==> config.mk <==
export PLATFORM = sky130hd
export DESIGN_NAME = tssc_ctrl
export DESIGN_NICKNAME = d
export VERILOG_FILES = /design/src/tssc_pkg.sv /design/src/tssc_ctrl.sv
export SDC_FILE = /design/constraint.sdc
export NUM_CORES = 1
export LEC_CHECK = 0
export ABC_CLOCK_PERIOD_IN_PS = 1730
export BUFFER_PORTS_ARGS = -buffer_cell sky130_fd_sc_hd__buf_2
export CORE_AREA = 2 2 39 41
export DETAILED_ROUTE_END_ITERATION = 12
export DIE_AREA = 0 0 41 43
export PLACE_DENSITY_LB_ADDON = 0.1
export SETUP_SLACK_MARGIN = 0.05
export SKIP_LAST_GASP = 1
export SLEW_MARGIN = 10
export SYNTH_ARGS = -nofsm -noshare
export SYNTH_HDL_FRONTEND = slang
export SYNTH_SLANG_ARGS = --single-unit
==> constraint.sdc <==
create_clock -name clk -period 1.73 [get_ports clk]
set_clock_uncertainty 0.2 [all_clocks]
set_input_delay 0.0865 -clock clk [delete_from_list [all_inputs] [get_ports clk]]
set_output_delay 0.0865 -clock clk [all_outputs]
set_load 0.05 [all_outputs]
==> src/tssc_pkg.sv <==
`default_nettype none
package tssc_pkg;

    localparam int TableBitsDefault = 12;
    localparam int MaxScoreDefault  = 64;

    // Result action codes.
    localparam logic [2:0] ACT_REFINE_DEEP  = 3'd0;
    localparam logic [2:0] ACT_REFINE_NEW   = 3'd1;
    localparam logic [2:0] ACT_PROMOTE      = 3'd2;
    localparam logic [2:0] ACT_REPLACE_DEEP = 3'd3;
    localparam logic [2:0] ACT_REPLACE_NEW  = 3'd4;
    localparam logic [2:0] ACT_CLEARED      = 3'd5;

    // Request codes.
    localparam logic REQ_STORE = 1'b0;
    localparam logic REQ_CLEAR = 1'b1;

    // Register index of the search date.
    localparam logic REG_SEARCH_DATE = 1'b0;

    // One slot of a bucket: key pair plus info word.
    typedef struct packed {
        logic [63:0]       player;
        logic [63:0]       opponent;
        logic [7:0]        depth;
        logic [7:0]        date;
        logic signed [7:0] lower;
        logic signed [7:0] upper;
        logic signed [7:0] move;
    } slot_t;

    // Controller commands to the datapath.
    typedef struct packed {
        logic capture;   // latch the input item and issue the bucket read
        logic compute;   // evaluate and write back the bucket
        logic clr_write; // write zero at the clear address
        logic clr_start; // reset the clear address
        logic clr_step;  // advance the clear address
        logic load_out;  // load the result register
        logic is_clear;  // result is the clear result
    } ctl_cmd_t;

    // Datapath status to the controller.
    typedef struct packed {
        logic clr_last;
    } dp_stat_t;

endpackage
`default_nettype wire

==> src/tssc_ctrl.sv <==
`default_nettype none
module tssc_ctrl (
    input  wire logic                clk,
    input  wire logic                rst_n,
    input  wire logic                in_valid,
    output logic                     in_stall,
    input  wire logic                req_type,
    output logic                     out_valid,
    input  wire logic                out_stall,
    output tssc_pkg::ctl_cmd_t       cmd,
    input  wire tssc_pkg::dp_stat_t  stat
);
    import tssc_pkg::*;

    localparam logic [1:0] ST_INIT  = 2'd0;
    localparam logic [1:0] ST_IDLE  = 2'd1;
    localparam logic [1:0] ST_CALC  = 2'd2;
    localparam logic [1:0] ST_CLEAR = 2'd3;

    logic [1:0] state_reg, state_next;
    logic       out_valid_reg, out_valid_next;
    logic       take, room;

    // The result register frees up when it is empty or being taken.
    assign room      = !out_valid_reg || !out_stall;
    assign in_stall  = !(state_reg == ST_IDLE);
    assign take      = in_valid && !in_stall;
    assign out_valid = out_valid_reg;

    always_comb
    begin
        state_next     = state_reg;
        out_valid_next = out_valid_reg && out_stall;
        cmd            = '0;
        case (state_reg)
            ST_INIT:
            begin
                cmd.clr_write = 1'b1;
                cmd.clr_step  = 1'b1;
                if (stat.clr_last) state_next = ST_IDLE;
            end
            ST_IDLE:
            begin
                if (take)
                begin
                    if (req_type == REQ_CLEAR)
                    begin
                        cmd.clr_start = 1'b1;
                        state_next = ST_CLEAR;
                    end
                    else
                    begin
                        cmd.capture = 1'b1;
                        state_next = ST_CALC;
                    end
                end
            end
            ST_CALC:
            begin
                if (room)
                begin
                    cmd.compute  = 1'b1;
                    cmd.load_out = 1'b1;
                    out_valid_next = 1'b1;
                    state_next = ST_IDLE;
                end
            end
            ST_CLEAR:
            begin
                cmd.clr_write = 1'b1;
                cmd.clr_step  = 1'b1;
                if (stat.clr_last && room)
                begin
                    cmd.load_out = 1'b1;
                    cmd.is_clear = 1'b1;
                    out_valid_next = 1'b1;
                    state_next = ST_IDLE;
                end
                else if (stat.clr_last)
                begin
                    cmd.clr_step = 1'b0;
                end
            end
            default:
            begin
                state_next = ST_INIT;
            end
        endcase
    end

    always_ff @(posedge clk or negedge rst_n)
    begin
        if (!rst_n)
        begin
            state_reg     <= ST_INIT;
            out_valid_reg <= 1'b0;
        end
        else
        begin
            state_reg     <= state_next;
            out_valid_reg <= out_valid_next;
        end
    end

endmodule
`default_nettype wire

==> results.md <==
- Site row count: 14
- TritonCTS clock tree: done
- Cell area after layout: 487 um2
- Number of buffers created by CTS: 3
- Max reg flops: 2
- Number of nets still failing antenna checks after routing: 0
- Worst-path fanout max: 4
- Global Route Usage Sum: 9.05%
- Fraction of layout instances using a drive strength above 1: 46.4%
- Sum Neg Setup Slack: 0 ns
- Critical path data arrival time: 1.32 ns
- Post-CTS Setup Repair Bufs: 0
- Total instance count after detailed placement: 64
- Chip Height: approximately 43 um
- Vias in the first global route: 284
- First-pass GRT wire length: ~1000 um
- Multiplexer fraction of the synthesized cell area: 6.84%
- Commonest non-fill, non-tap cell in the layout: buf_2
- Main combinational cell family by area after synthesis: simple AND/OR/NAND/NOR gates
- Number of setup violations in the final report: 0
- Number of antenna repair diodes: 0
- Synthesized instance count: 34
- Fraction of the mapped netlist area in simple logic gates: ~23%
- Top library cells by usage in the layout, fill and taps aside: 8 x buf_2, 5 x clkbuf_4, 4 x inv_1, 4 x dlygate4sd3_1
- Initial antenna violation count: 0
- Average vias per placed instance: 4.29
- Final core utilization: 35.2%
- Synth-to-Final Area Change: 66.2%
- Clk pin slew, worst setup/hold paths: 0.03 ns
- Maximum clock rate: around 620 MHz
- DRC Markers: 0
- HPWL after DPL: 556 um
- Number of max-cap violations: 0
- Sinks on Clock Net: 3
- Transition time at the pin with the least slew margin: 0.249 ns
- Core box area: 1380 um2
- Number of flip-flops and latches in the synthesized netlist: 3
- Wirelength per Cell: roughly 9.9 um
- Number of placed I/O pins: 15
- Final period util: 92.6%
- Fin. Hold Viols: 0
- Final Critical Period: 1.60 ns
- Nets@finish: 68
- Synth warn: 0
- RePlAce Congestion: 0.744
- Fin. max-slew vios: 0
- Clock root buffer: clkbuf_4
- Width of the die: 41 um
- Register area share after synthesis: 25.6%
- Total detailed-routing wirelength: 715 um
- Required time of the worst setup path: ~1.4 ns
- Number of detailed-route iterations in the first pass: 2
- Mapped cell area: 293 um2
- Maximum clock path buffer count: 2
- Synthesized-area fraction occupied by xor and xnor cells: 0%
- Pin count of the biggest net entering global routing: 7
- Category of the worst setup path capture point: primary output
- Number of different library cells in the post-synthesis netlist: 17
- Mean area per synthesized cell: about 8.6 um2
- RSZ-0062 raised after global routing: yes
- Full die area: 1760 um2
- Clk_lat worst skew: 0.23 ns
- Number of I/O port buffers: 14
- Worst-case headroom to the max-slew limit: between 80% and 90%
- Final Instance Count excl. Fillers: 72
- H-tree depth: 1
- Launching element type of the critical path: flop
- Synthesized Nets: 45
- DR vias: 309
- HP Class: in -> reg
- Aggregate global routing overflow: 0
- Initial Util: 21.2%
- Adder and majority cell fraction of the synthesized area: 21.4%
- Area after DPL: slightly below 400 um2
- Violation count after the first detailed-routing iteration: 1
- Result of the run: completed
- Worst Path Class, Setup: reg -> out
- Complex-gate fraction of the synthesized area: roughly 17%
==> repair_timing <==
item                                    in CTS  in global routing
resized for setup                            2                 12
hold buffers                                 4                  0
endpoints found under the hold margin        5                  0
endpoints found under the setup margin       2                  6
==> area by class of cell <==
| type | instances | area, um2 |
|---|---|---|
| clock buffers | 4 | 26.3 |
| flip-flops and latches | 3 | 75.1 |
| fillers | 159 | 897 |
| repair buffers | 18 | 136 |
| inverters | 5 | 18.8 |
| multi-input cells | 26 | 210 |
| well taps | 16 | 20.0 |
==> logic make-up (layout without fill, tap and decap cells) <==
group	count (synthesis)	count (layout)
fa+ha+maj	5	5
flops	3	3
mux	2	2
compound gates	6	6
simple gates	13	13
buf+inv	5	27
==> layer usage <==
| layer | GRT usage [%] | share of wire [%] | up-vias |
|---|---|---|---|
| li1 | - | - | 158 |
| met1 | 9.68 | 43 | 143 |
| met2 | 14.1 | 51 | 8 |
| met3 | 1.57 | 5.7 | 0 |
| met4 | 8.00 | 0 | 0 |
| met5 | 0 | 0 | - |
==> cells in the mapped netlist <==
| cell | count | area (um2) |
|---|---|---|
| ha_1 | 5 | 62.6 |
| a21oi_1 | 2 | 10.0 |
| nand2b_1 | 1 | 6.26 |
| nor2_1 | 3 | 11.3 |
| nand3_1 | 2 | 10.0 |
| o22ai_1 | 1 | 6.26 |
| mux2i_1 | 2 | 20.0 |
| nand2_1 | 3 | 11.3 |
| and2_1 | 1 | 6.26 |
| inv_1 | 5 | 18.8 |
| o2111ai_2 | 1 | 15.0 |
| a31oi_1 | 1 | 6.26 |
| nand2b_2 | 1 | 8.76 |
| and3_1 | 1 | 6.26 |
| and3_2 | 1 | 7.51 |
| a21boi_2 | 1 | 11.3 |
| dfrtp_1 | 3 | 75.1 |
==> worst max-delay path, cell delays in order, from the launching register on <==
cell and delay [ns]:
dfrtp_1 0.40, inv_2 0.07, ha_1 0.32, nor2_2 0.13
buf_6 0.16
==> per-stage QoR <==
step,setup slack (ns),hold slack (ns)
detailed placement,0.214,-0.315
floorplan,0.0783,-0.409
CTS,0.0450,0.000458
global route,0.0225,0.0140
finish,0.128,0.00498
global placement,0.203,-0.314
==> path summary, 6_finish.rpt <==
kind | startpoint | end | slack (ns) | cells past startpoint
setup / recovery | state_reg[0]$_DFFE_PN0P_ | cmd[2] | 0.13 | 4
hold / removal | out_stall | out_valid$_DFF_PN0_ | 0.005 | 3
setup reg to reg | state_reg[0]$_DFFE_PN0P_ | state_reg[1]$_DFFE_PN0P_ | 0.28 | 4
hold reg to reg | state_reg[0]$_DFFE_PN0P_ | state_reg[0]$_DFFE_PN0P_ | 0.43 | 2
max in group asynchronous | rst_n | state_reg[0]$_DFFE_PN0P_ | 0.66 | 3
min in group asynchronous | rst_n | state_reg[1]$_DFFE_PN0P_ | 0.53 | 3
Power is not shown: default switching activity piles up to over one toggle a cycle in this logic, so the estimate is an artifact.
